==> config.mk <==
export PLATFORM = sky130hd
export DESIGN_NAME = base64_char_stream_decoder_core
export DESIGN_NICKNAME = d
export VERILOG_FILES = /design/src/hw/rtl/b64d_pkg.sv /design/src/hw/rtl/base64_char_stream_decoder_core.sv /design/src/hw/rtl/b64d_classify.sv /design/src/hw/rtl/b64d_pair.sv
export SDC_FILE = /design/constraint.sdc
export NUM_CORES = 1
export LEC_CHECK = 0
export BUFFER_PORTS_ARGS = -buffer_cell sky130_fd_sc_hd__buf_2
export CORE_AREA = 8 8 80 100
export CTS_CLUSTER_SIZE = 24
export DETAILED_ROUTE_END_ITERATION = 7
export DIE_AREA = 0 0 88 108
export GPL_TIMING_DRIVEN = 0
export PLACE_DENSITY = 0.78
export RECOVER_POWER = 100
export SYNTH_ARGS = -nofsm -noshare
export SYNTH_HDL_FRONTEND = slang
export SYNTH_SLANG_ARGS = --single-unit
export TNS_END_PERCENT = 50
==> constraint.sdc <==
create_clock -name clk -period 2.7 [get_ports clk]
set_input_delay 0 -clock clk [delete_from_list [all_inputs] [get_ports clk]]
set_output_delay 0 -clock clk [all_outputs]
set_load 0.005 [all_outputs]
==> src/hw/rtl/b64d_pkg.sv <==
// Shared types and constants for the base64 character stream decoder.
// No dependencies; imported by every module of the block.
`default_nettype none

package b64d_pkg;

    localparam int CHAR_W  = 8;
    localparam int SEXT_W  = 6;
    localparam int COUNT_W = 16;
    localparam int PHASE_W = 2;

    localparam logic [COUNT_W-1:0] COUNT_MAX = '1;

    localparam logic [CHAR_W-1:0] CHR_UC_A  = 8'h41;  // 'A'
    localparam logic [CHAR_W-1:0] CHR_UC_Z  = 8'h5A;  // 'Z'
    localparam logic [CHAR_W-1:0] CHR_LC_A  = 8'h61;  // 'a'
    localparam logic [CHAR_W-1:0] CHR_LC_Z  = 8'h7A;  // 'z'
    localparam logic [CHAR_W-1:0] CHR_D0    = 8'h30;  // '0'
    localparam logic [CHAR_W-1:0] CHR_D9    = 8'h39;  // '9'
    localparam logic [CHAR_W-1:0] CHR_PLUS  = 8'h2B;  // '+'
    localparam logic [CHAR_W-1:0] CHR_SLASH = 8'h2F;  // '/'
    localparam logic [CHAR_W-1:0] CHR_PAD   = 8'h3D;  // '='

    localparam logic [CHAR_W-1:0] LC_OFFSET  = 8'd26;
    localparam logic [CHAR_W-1:0] DIG_OFFSET = 8'd52;
    localparam logic [SEXT_W-1:0] SEXT_PLUS  = 6'd62;
    localparam logic [SEXT_W-1:0] SEXT_SLASH = 6'd63;

    typedef enum logic [1:0] {
        CLS_NONE  = 2'd0,
        CLS_ALPHA = 2'd1,
        CLS_PAD   = 2'd2,
        CLS_BAD   = 2'd3
    } char_class_t;

    typedef struct packed {
        char_class_t       cls;
        logic [SEXT_W-1:0] sextet;
    } char_info_t;

    typedef struct packed {
        logic [COUNT_W-1:0] byte_count;
        logic               failed;
        logic               done_res;
        logic               byte_valid;
        logic [CHAR_W-1:0]  data_byte;
    } result_t;

endpackage

`default_nettype wire

==> src/hw/rtl/base64_char_stream_decoder_core.sv <==
// Top level of the base64 character stream decoder: input register,
// classifier, pair logic and result register. Uses b64d_pkg,
// b64d_classify and b64d_pair.
//
//   channel | direction | tdata                   | tuser               | tlast
//   --------+-----------+-------------------------+---------------------+------------
//   s_axis  | in        | char_code[7:0]          | -                   | end_of_text
//   m_axis  | out       | data_byte[7:0],         | byte_valid[0],      | done_res
//           |           | byte_count[23:8]        | failed[1]           |
//
// One character per cycle sustained while m_axis is ready; each transfer in
// yields exactly one transfer out, via the input register, then the result
// register. The critical path is the alphabet range compares feeding the
// 16-bit count increment. Reset (rst_n low, asynchronous) empties both
// stages and returns the pair state to the start of a string. A stall on
// m_axis holds the result register; the input register still takes one
// more character, and s_axis_tready drops only while both stages are full.
`default_nettype none

module base64_char_stream_decoder_core
    import b64d_pkg::*;
(
    input  wire logic               clk,
    input  wire logic               rst_n,

    input  wire logic               s_axis_tvalid,
    output logic                    s_axis_tready,
    input  wire logic [CHAR_W-1:0]  s_axis_tdata,   // [7:0] char_code
    input  wire logic               s_axis_tlast,   // end_of_text

    output logic                    m_axis_tvalid,
    input  wire logic               m_axis_tready,
    output logic [23:0]             m_axis_tdata,   // [7:0] data_byte, [23:8] byte_count
    output logic [1:0]              m_axis_tuser,   // [0] byte_valid, [1] failed
    output logic                    m_axis_tlast    // done_res
);

    // input stage
    logic              in_valid_reg;
    logic [CHAR_W-1:0] in_char_reg;
    logic              in_last_reg;

    // result stage
    logic              out_valid_reg;
    result_t           out_res_reg;

    logic              advance;
    logic              in_take;
    char_info_t        info;
    result_t           res;

    // character moves from input register to result register when the
    // result register is empty or its transfer completes this cycle
    assign advance       = in_valid_reg && (!out_valid_reg || m_axis_tready);
    assign s_axis_tready = !in_valid_reg || advance;
    assign in_take       = s_axis_tvalid && s_axis_tready;

    b64d_classify u_classify (
        .char_code (in_char_reg),
        .info      (info)
    );

    b64d_pair u_pair (
        .clk     (clk),
        .rst_n   (rst_n),
        .advance (advance),
        .info    (info),
        .last    (in_last_reg),
        .result  (res)
    );

    // stage valid flags
    always_ff @(posedge clk or negedge rst_n)
    begin
        if (!rst_n)
        begin
            in_valid_reg  <= 1'b0;
            out_valid_reg <= 1'b0;
        end
        else
        begin
            if (in_take)
            begin
                in_valid_reg <= 1'b1;
            end
            else if (advance)
            begin
                in_valid_reg <= 1'b0;
            end

            if (advance)
            begin
                out_valid_reg <= 1'b1;
            end
            else if (m_axis_tready)
            begin
                out_valid_reg <= 1'b0;
            end
        end
    end

    // payload registers, no reset needed
    always_ff @(posedge clk)
    begin
        if (in_take)
        begin
            in_char_reg <= s_axis_tdata;
            in_last_reg <= s_axis_tlast;
        end
        if (advance)
        begin
            out_res_reg <= res;
        end
    end

    assign m_axis_tvalid = out_valid_reg;
    assign m_axis_tdata  = {out_res_reg.byte_count, out_res_reg.data_byte};
    assign m_axis_tuser  = {out_res_reg.failed, out_res_reg.byte_valid};
    assign m_axis_tlast  = out_res_reg.done_res;

`ifndef SYNTHESIS
    a_in_held: assert property (@(posedge clk) disable iff (!rst_n)
        in_valid_reg && !advance |=> in_valid_reg && $stable(in_char_reg))
        else $error("pending character lost");

    a_out_held: assert property (@(posedge clk) disable iff (!rst_n)
        out_valid_reg && !m_axis_tready |=> out_valid_reg)
        else $error("pending result lost");

    a_byte_not_failed: assert property (@(posedge clk) disable iff (!rst_n)
        m_axis_tvalid && m_axis_tuser[0] |-> !m_axis_tuser[1])
        else $error("byte flagged valid on a failed string");
`endif

endmodule

`default_nettype wire

==> src/hw/rtl/b64d_classify.sv <==
// Character classifier: maps an ASCII code to its base64 class and sextet.
// Depends on b64d_pkg.
`default_nettype none

module b64d_classify
    import b64d_pkg::*;
(
    input  wire logic [CHAR_W-1:0] char_code,
    output char_info_t             info
);

    logic [CHAR_W-1:0] diff_uc;
    logic [CHAR_W-1:0] diff_lc;
    logic [CHAR_W-1:0] diff_dig;

    assign diff_uc  = char_code - CHR_UC_A;
    assign diff_lc  = char_code - CHR_LC_A + LC_OFFSET;
    assign diff_dig = char_code - CHR_D0 + DIG_OFFSET;

    // parallel range compares; non-alphabet codes carry sextet zero
    always_comb
    begin
        info.cls    = CLS_BAD;
        info.sextet = '0;
        if (char_code >= CHR_UC_A && char_code <= CHR_UC_Z)
        begin
            info.cls    = CLS_ALPHA;
            info.sextet = diff_uc[SEXT_W-1:0];
        end
        else if (char_code >= CHR_LC_A && char_code <= CHR_LC_Z)
        begin
            info.cls    = CLS_ALPHA;
            info.sextet = diff_lc[SEXT_W-1:0];
        end
        else if (char_code >= CHR_D0 && char_code <= CHR_D9)
        begin
            info.cls    = CLS_ALPHA;
            info.sextet = diff_dig[SEXT_W-1:0];
        end
        else if (char_code == CHR_PLUS)
        begin
            info.cls    = CLS_ALPHA;
            info.sextet = SEXT_PLUS;
        end
        else if (char_code == CHR_SLASH)
        begin
            info.cls    = CLS_ALPHA;
            info.sextet = SEXT_SLASH;
        end
        else if (char_code == CHR_PAD)
        begin
            info.cls    = CLS_PAD;
        end
    end

endmodule

`default_nettype wire

==> src/hw/rtl/b64d_pair.sv <==
// Pair state and byte assembly: holds the previous sextet, phase, sticky
// error and byte count, and forms one result per character. Uses b64d_pkg.
`default_nettype none

module b64d_pair
    import b64d_pkg::*;
(
    input  wire logic       clk,
    input  wire logic       rst_n,
    input  wire logic       advance,   // current character moves to the result stage
    input  wire char_info_t info,
    input  wire logic       last,
    output result_t         result
);

    logic [SEXT_W-1:0]  prev_sextet_reg, prev_sextet_next;
    char_class_t        prev_class_reg,  prev_class_next;
    logic [PHASE_W-1:0] phase_reg,       phase_next;
    logic               error_reg,       error_next;
    logic [COUNT_W-1:0] count_reg,       count_next;

    logic               check_pair;
    logic [CHAR_W-1:0]  byte_val;
    logic               byte_ok;
    logic [SEXT_W-1:0]  a;
    logic [SEXT_W-1:0]  b;

    assign a = prev_sextet_reg;
    assign b = info.sextet;

    // a pair is examined unless an error is set, either side is padding or no character came before
    assign check_pair = !error_reg && prev_class_reg != CLS_NONE
                        && prev_class_reg != CLS_PAD && info.cls != CLS_PAD;

    always_comb
    begin
        byte_val   = '0;
        byte_ok    = 1'b0;
        error_next = error_reg;
        count_next = count_reg;
        if (check_pair)
        begin
            if (prev_class_reg == CLS_BAD || info.cls == CLS_BAD)
            begin
                error_next = 1'b1;
            end
            else
            begin
                // first member of the pair sits one position behind phase
                unique case (phase_reg)
                    2'd1:
                    begin
                        byte_val = {a, b[5:4]};
                        byte_ok  = 1'b1;
                    end
                    2'd2:
                    begin
                        byte_val = {a[3:0], b[5:2]};
                        byte_ok  = 1'b1;
                    end
                    2'd3:
                    begin
                        byte_val = {a[1:0], b};
                        byte_ok  = 1'b1;
                    end
                    default:
                    begin
                        byte_ok  = 1'b0;
                    end
                endcase
                if (byte_ok && count_reg != COUNT_MAX)
                begin
                    count_next = count_reg + 1'b1;
                end
            end
        end
    end

    assign result.data_byte  = byte_val;
    assign result.byte_valid = byte_ok;
    assign result.done_res   = last;
    assign result.failed     = error_next;
    assign result.byte_count = count_next;

    assign prev_sextet_next = last ? '0 : info.sextet;
    assign prev_class_next  = last ? CLS_NONE : info.cls;

    always_comb
    begin
        phase_next = phase_reg + 1'b1;
        if (last)
        begin
            phase_next = '0;
        end
    end

    always_ff @(posedge clk or negedge rst_n)
    begin
        if (!rst_n)
        begin
            prev_sextet_reg <= '0;
            prev_class_reg  <= CLS_NONE;
            phase_reg       <= '0;
            error_reg       <= 1'b0;
            count_reg       <= '0;
        end
        else if (advance)
        begin
            prev_sextet_reg <= prev_sextet_next;
            prev_class_reg  <= prev_class_next;
            phase_reg       <= phase_next;
            error_reg       <= last ? 1'b0 : error_next;
            count_reg       <= last ? '0 : count_next;
        end
    end

`ifndef SYNTHESIS
    a_end_clears: assert property (@(posedge clk) disable iff (!rst_n)
        advance && last |=> phase_reg == '0 && count_reg == '0 && !error_reg
                            && prev_class_reg == CLS_NONE)
        else $error("string end did not clear pair state");

    a_error_sticky: assert property (@(posedge clk) disable iff (!rst_n)
        error_reg && !(advance && last) |=> error_reg)
        else $error("sticky error dropped inside a string");

    a_no_byte_on_error: assert property (@(posedge clk) disable iff (!rst_n)
        error_reg |-> !result.byte_valid && result.byte_count == count_reg)
        else $error("byte produced after error");
`endif

endmodule

`default_nettype wire

After elaboration in Yosys (flattened, before gate mapping) --
Index checks and enable logic that the tools add are counted. Widths: inputs -> output; s select.
Word-level totals: logic and storage cells 84, input bits 13, bits in read-only memories 0, flip-flop bits (word level) 65, RAM bits 0, latch bits 0, memories 0
Operators by class: div/mod/pow operators 0, shifts and indexed selects 0, bitwise logic cells 1, $add $sub $neg 7, reduce and logical (&&, ||, !) cells 20, order comparisons 6, multipliers 0, equal/unequal tests 11, muxes and demuxes 25
Operators with widths (number):
- $mux 16 | 4
- $mux 8 | 4
- $eq 8x6->1 const B | 3
- $pmux 8 s3 | 1
- $add 16x1->16 const B | 1
- $ge 8x7->1 const B | 2
- $le 8x7->1 const B | 2
- $ne 16x16->1 const B | 1
- $mux 6 | 2
- $sub 6x6->6 const B | 2
- $mux 1 | 11
- $logic_and 1x1->1 | 9
- $eq 2x2->1 const B | 4
- $ge 8x6->1 const B | 1
- $le 8x6->1 const B | 1
- $add 6x5->6 const B | 1
- $add 6x6->6 const B | 1
- $mux 2 | 3
- $reduce_bool 2->1 | 3
- $sub 6x1->6 const B | 1
- $ne 2x2->1 const B | 2
- $logic_not 1->1 | 3
- $logic_or 1x1->1 | 3
- $reduce_or 3->1 | 1
- other kinds (4) | 4

Depth between registers and ports, before layout --
Gate-level depths: netlist of run 1.
word-level depth 16, mapped depth 11, depth with buffers taken out 8

Hierarchy --
A second synthesis of run 1 with hierarchy kept.
Second synthesis, totals: cell total of the unflattened synthesis 343, area total of the unflattened synthesis 3711.1 sq um
By module, submodules not included:
- b64d_pair | cells an instance 226, instances 1, area an instance 2019.4 sq um
- base64_char_stream_decoder_core | cells an instance 44, instances 1, area an instance 1184.9 sq um
- b64d_classify | cells an instance 73, instances 1, area an instance 506.7 sq um

Worst setup path after synthesis of run 1 --
No wires, ideal clock.
path type register to register, start register in_char_reg[2], end register out_res_reg (netlist bit m_axis_tdata[0]), data pin, setup time 0.266 ns, setup slack 0.391 ns, stages on the path, launching flop included 11, arrival 2.043 ns, clock period less this slack 2.309 ns, buffers on the path 2, cells stage by stage edfxtp_1 > buf_6 > inv_1 > ha_1 > nor2b_1 > nor3b_2 > o21ai_4 > buf_2 > o2bb2ai_1 > a32oi_1 > a21oi_1
Between the ends: word-level cells in the longest chain between the ends 11
Ends and longest elaborated chain:
- start, declared | RTL line base64_char_stream_decoder_core.sv:40 | logic [CHAR_W-1:0] in_char_reg;
- start signal, assigned | RTL line base64_char_stream_decoder_core.sv:107 | in_char_reg <= s_axis_tdata;
- branches (longest 6 deep; another with $sub 6x6->6)
- $mux 8 (*) | RTL line b64d_classify.sv:25 | if (char_code >= CHR_UC_A && char_code <= CHR_UC_Z)
- $ne 2x2->1 | RTL line b64d_pair.sv:33 | && prev_class_reg != CLS_PAD && info.cls != CLS_PAD;
- $logic_and 1x1->1 | RTL line b64d_pair.sv:33
- $not 1->1 (no source line)
- $reduce_or 2->1 (no source line)
- end signal, assigned | RTL line base64_char_stream_decoder_core.sv:112 | out_res_reg <= res;
- end, declared | RTL line base64_char_stream_decoder_core.sv:45 | result_t out_res_reg;
Mark *: on every way between the ends. A chain may end at the register's enable or synchronous reset.

Worst setup path after layout of run 1 --
start register in_char_reg[2], end register out_res_reg (netlist bit m_axis_tdata[1]), data pin
The elaborated chain is that of the path after synthesis.

==> results of run 1 <==
## layer usage
layer / vias to the layer above / global-route usage, % / share of wire [%]
met1: 1415 / 19.10 / 38
li1: 1421 / - / -
met3: 18 / 4.325 / 6.3
met2: 126 / 34.18 / 53
met5: - / 0 / 0
met4: 0 / 9.988 / 2.6
## cell usage after synthesis, drive strengths merged, types with 2 or more instances
library cell	n	area, um2
o311ai	4	35.03
a22oi	3	22.52
inv	13	48.80
o2bb2ai	2	17.52
nand2b	10	62.56
a22o	2	17.52
nand4	15	100.1
xnor2	9	78.83
a32oi	2	17.52
a21oi	18	105.1
nor2b	4	25.02
nor2	17	63.81
o21bai	2	15.01
o22ai	3	25.02
clkbuf	10	37.54
mux2i	8	80.08
a32o	3	30.03
nor3b	4	40.03
nand2	31	118.9
and4	3	26.28
edfxtp	36	1081
a222oi	2	20.02
and2	3	18.77
o211ai	4	35.03
and3	8	50.05
or3	2	12.51
a31oi	4	25.02
nor3	2	10.01
a221o	2	20.02
xor2	12	105.1
a211o	3	26.28
o221ai	3	26.28
dfrtp	29	725.7
nand3	11	55.05
ha	14	175.2
buf	11	86.33
o21ai	17	96.34
## power by group through the flow
| stage | clock (mW) | sequential, mW | combinational, mW |
|---|---|---|---|
| after floorplan | 0 | 1.30 | 0.352 |
| final | 0.843 | 1.30 | 0.525 |
| after global placement | 0 | 1.30 | 0.497 |
| after detailed placement | 0 | 1.31 | 0.509 |
| after global routing | 0.882 | 1.31 | 0.581 |
| after CTS | 0.854 | 1.29 | 0.527 |
## worst max-delay path: cells and delay by family, from the launching register on
family                   cells  cell delay, ns
flip-flops                   1            0.41
AND/OR/NAND/NOR              1            0.18
buffers and inverters        2            0.22
AO/OA/AOI/OAI                5            1.24
adder cells (fa/ha/maj)      1            0.27
## worst max path at each step
stage | start | to | cells after the start | slack [ns]
2_1_floorplan | in_char_reg[2] | m_axis_tdata[0] | 10 | 0.39
3_3_place_gp | in_char_reg[2] | m_axis_tdata[0] | 10 | -0.02
3_5_place_dp | in_char_reg[2] | m_axis_tdata[0] | 10 | -0.02
4_1_cts | in_char_reg[2] | m_axis_tdata[0] | 10 | 0.05
5_1_grt | in_char_reg[2] | m_axis_tdata[5] | 9 | -0.009
6_report | in_char_reg[2] | m_axis_tdata[1] | 9 | 0.12
## repair_timing
item,CTS,global route
hold buffers,13,0
hold endpoints to repair,40,0
pin swaps,0,2
setup endpoints to repair,2,8
cloned,0,0
gates resized for setup,1,1
buffers inserted,0,5
## logic make-up after synthesis
group | Yosys count
XOR/XNOR | 21
AO/OA/AOI/OAI | 85
multiplexers | 8
flip-flops | 65
buffers and inverters | 35
AND/OR/NAND/NOR | 115
adder cells (fa/ha/maj) | 14
## cell type report
class | count | area (um2)
Fill cell | 500 | 2044
Sequential cell | 65 | 1807
Multi-Input combinational cell | 243 | 1705
Timing Repair Buffer | 59 | 357.8
Clock buffer | 11 | 141.4
Buffer | 21 | 127.6
Tap cell | 87 | 108.9
Clock inverter | 5 | 55.05
Inverter | 14 | 52.55
==> results.cfg, run 1 <==
[synth]
synth-edff-count = 36
synth_ff_type = edfxtp_1
synth-adder-area-share_pct = 4.738
synth_cells = 343
async_reset_ff_share_pct = 44.62
synth-compound-area-share_pct = 17.16
synthMuxAreaShare_pct = 2.166
synth_top_family_by_area = simple AND/OR/NAND/NOR gates
synth_warnings = 0
syn-num-nets = 370
synth_area_mm2 = 0.003697
syn_avg_cell_area_um2 = 10.78
yosys.area_share.simple_pct = 17.33
ys_seq_area_share_pct = 48.87
ys_seq_elements = 65
ys_types = 63
synth_xor_area_share_pct = 4.975

[route]
routed_via_density = 5.901
wl_um = 8562
wl_per_cell_um = 16.95
dr.pass1.iters = 7
dr_total_vias = 2980
postRouteAntennaNets = 0
drc = 0
first_iter_violations = 177

[die]
core_mm2 = 0.006400
rows = 33
die_area_mm2 = 0.009504
fp.dieH_um = 108
die_w_um = 88
num_io_pins = 42
start_util_pct = 57.77

[worst_setup_path]
r2r-end = m_axis_tdata[1]
crit_top_cell = a31oi_1
worstSetupPathType = flip-flop to flip-flop
r2r_setup_slack_ns = 0.12
path_max_fanout = 8
worstPathCellList = buf_6 > inv_1 > ha_1 > a21oi_1 > a31oi_1 > a211oi_1 > o2111ai_1 > nand3_1 > a31oi_1
reg2regPathDepth = 9
cp-start-kind = flip-flop
r2r-start = in_char_reg[2]
arrival_ns = 2.67
critPathRequiredTime_ns = 2.79
critPathSlowestCell = a211oi_1
cp_slowest_stage_delay_ns = 0.54
end_kind = flip-flop

[hold_path]
holdPathEnd = in_last_reg
min-delay-start = s_axis_tlast
min_path_cells = 2
holdCritPathClass = input port to flip-flop

[flow_run]
cap_violations = 1

[cells_and_area]
nets = 440
layout_common_cells = edfxtp_1 (36), buf_2 (30), nand2_1 (30)
largest_reg_flops = 24
final_common_cell = edfxtp_1
post-route-util_pct = 68.05
diodes = 0
instances_no_fill = 505
layout-drive-gt1-share_pct = 16.27
syn2layout_area_growth_pct = 17.80
fin_area_mm2 = 0.004355

[sta]
setup_slack_ns = 0.1208
fin_setup_tns_ns = 0
worst_pin_slew_ns = 1.727
period_needed_ns = 2.579
min_period_over_period_pct = 95.52
report.final.slew_viol_count = 30
fmax_ghz = 0.3877
rsz0062_at_grt = yes
hold_viol_final = 0
hold_ws_ns = 0.3540
finalClockSkew_ns = 0.007036
relSlewSlack_pct = -15.13
setup_viol_count_final = 0

[place]
io_buffers = 41
dpl.cell_count = 471
gp_congestion = 0.8779
post-place-ws_ns = -0.01942
post_dp_cell_area_mm2 = 0.004013
hpwl_um = 5794

[global_routing]
globalRouteTotalUtil_pct = 18.71
grt_start_max_net_pins = 37
grt_pass1_wl_um = 13630
antenna_found_initial = 0
grt_pass1_vias = 2918
overflow = 0

[clock_network]
clkSinkCount = 65
clk_path_buf_depth = 2
cts-root-buf = clkbuf_8
cts_tree = yes
cts_buffers = 9
h-tree-depth = 3
path_clk_slew_ns = 0.07
clk_latency_ns = 0.35

[pwr]
clock_power_share_pct = 31.6
p_comb_share_pct = 19.7
p_leak_nw = 1.747
p_seq_share_pct = 48.7
power.net_switching_mw = 0.8056
power_density_mw_per_mm2 = 612.0
ir_drop_uv = 337.5
swShare_pct = 30.23
p_int_mw = 1.860
totalPowerFinal_mw = 2.665

[outcome]
status = finished, violations left
violations = capacitance limit, slew limit
(Power assumes the default switching activity.)
==> run 2: changes to the inputs <==
Settings changed: CORE_AREA 8 8 80 100 to 8 8 91 113, DIE_AREA 0 0 88 108 to 0 0 99 121, PLACE_DENSITY 0.78 to 0.61.
==> results.cfg, run 2 (synthesis gave the netlist of run 1 again) <==
[outcome]
status = finished, violations left
violations = capacitance limit, slew limit

[worst_setup_path]
r2r-end = m_axis_tdata[0]
arrival_ns = 2.63
cp_slowest_stage_delay_ns = 0.45
reg2regPathDepth = 8
worstPathCellList = inv_1 > ha_1 > nand2b_1 > a21oi_1 > a211o_4 > or3_1 > a32oi_1 > a21oi_1
critPathRequiredTime_ns = 2.79
critPathSlowestCell = edfxtp_1
r2r_setup_slack_ns = 0.15
path_max_fanout = 7
worstSetupPathType = flip-flop to flip-flop
crit_top_cell = a21oi_1
end_kind = flip-flop
cp-start-kind = flip-flop
r2r-start = in_char_reg[1]

[place]
gp_congestion = 0.8281
dpl.cell_count = 484
hpwl_um = 5934
post-place-ws_ns = -0.04354
io_buffers = 41

[die]
die_area_mm2 = 0.01198
num_io_pins = 42
fp.dieH_um = 121
core_mm2 = 0.008511
start_util_pct = 43.44
rows = 38
die_w_um = 99

[sta]
setup_slack_ns = 0.1539
finalClockSkew_ns = 0.01066
fmax_ghz = 0.3928
hold_ws_ns = 0.3506
hold_viol_final = 0
period_needed_ns = 2.546
rsz0062_at_grt = no
worst_pin_slew_ns = 1.746
relSlewSlack_pct = -16.42
report.final.slew_viol_count = 30
min_period_over_period_pct = 94.30
setup_viol_count_final = 0

[pwr]
power_density_mw_per_mm2 = 606.2
totalPowerFinal_mw = 2.655
p_leak_nw = 1.757
ir_drop_uv = 295.1

[hold_path]
min-delay-start = s_axis_tlast
holdCritPathClass = input port to flip-flop
min_path_cells = 2
holdPathEnd = in_last_reg

[route]
first_iter_violations = 190
postRouteAntennaNets = 0
dr.pass1.iters = 4
routed_via_density = 5.569
wl_um = 8582
wl_per_cell_um = 16.66
drc = 0
dr_total_vias = 2868

[cells_and_area]
diodes = 0
nets = 438
layout-drive-gt1-share_pct = 18.07
n_fill_cell = 753
syn2layout_area_growth_pct = 18.44
layout_common_cells = edfxtp_1 (36), buf_2 (33), nand2_1 (30)
seqCellArea_mm2 = 0.001807
final_common_cell = edfxtp_1
post-route-util_pct = 51.46
instances_no_fill = 515
multi_input_area_mm2 = 0.001735
largest_reg_flops = 24

[clock_network]
cts-root-buf = clkbuf_8
path_clk_slew_ns = 0.07
clk_path_buf_depth = 2
cts_buffers = 9
h-tree-depth = 3
cts_tree = yes
clk_latency_ns = 0.35
clkSinkCount = 65

[global_routing]
overflow = 0
grt_pass1_wl_um = 14280
grt_start_max_net_pins = 37
grt_pass1_vias = 2956
antenna_found_initial = 0
globalRouteTotalUtil_pct = 15.03

[flow_run]
cap_violations = 1
[run 2: cell types whose count changed in the layout (fill, tap and decap cells not counted), sizes merged]
cell,change
clkbuf,-2
clkinvlp,-2
buf,+1
[run 2: worst max-delay path by stage]
stage          cells past startpoint             endpoint            from  slack [ns]
4_1_cts                           10      m_axis_tdata[0]  in_char_reg[2]        0.01
3_3_place_gp                      10      m_axis_tdata[0]  in_char_reg[2]      -0.003
5_1_grt                           11  u_pair.count_reg[4]  in_char_reg[2]        0.02
2_1_floorplan                     10      m_axis_tdata[0]  in_char_reg[2]        0.39
6_report                           8      m_axis_tdata[0]  in_char_reg[1]        0.15
3_5_place_dp                      10      m_axis_tdata[0]  in_char_reg[2]       -0.04
[run 2: report_power, final]
part	internal (mW)	leakage (nW)	switching, mW
registers	1.19	0.734	0.105
logic	0.223	0.921	0.300
clock network	0.469	0.102	0.369
total	1.88	1.76	0.774
[run 2: worst max-delay path, delay by kind of cell, from the launching register on]
family / cells / cell delay, ns
adders and majority gates: 1 / 0.26
AOI/OAI and AO/OA: 4 / 0.78
and+or+nand+nor: 2 / 0.55
DFF: 1 / 0.45
buffers and inverters: 1 / 0.23
[run 2: per-stage QoR]
step	area, um2	TNS, ns
floorplan	3697	0
global placement	4028	-0.002847
detailed placement	4029	-0.08344
CTS	4357	0
global route	4379	0
finish	4379	0
[run 2: repair_timing]
item	CTS	global route
hold buffers	13	0
buffers inserted	0	3
pin swaps	0	1
gates resized for setup	1	7
endpoints found under the hold margin	40	0
cloned	0	0
endpoints found under the setup margin	2	7
[run 2: layer usage]
metal	vias to the layer above	share of wire, %	global-route usage [%]
met1	1370	41	16.14
li1	1420	-	-
met5	-	0	0
met4	0	1.8	7.411
met3	14	4.1	3.617
met2	64	53	26.97
[run 2: cell type report]
| type | instances | area share (%) |
|---|---|---|
| tap | 100 | 2.857 |
| clock inverter | 3 | 0.9143 |
| inverter | 14 | 1.200 |
| timing repair buffer | 57 | 7.686 |
| multi-input combinational | 243 | 39.63 |
| sequential | 65 | 41.26 |
| clock buffer | 12 | 3.543 |
| buffer | 21 | 2.914 |
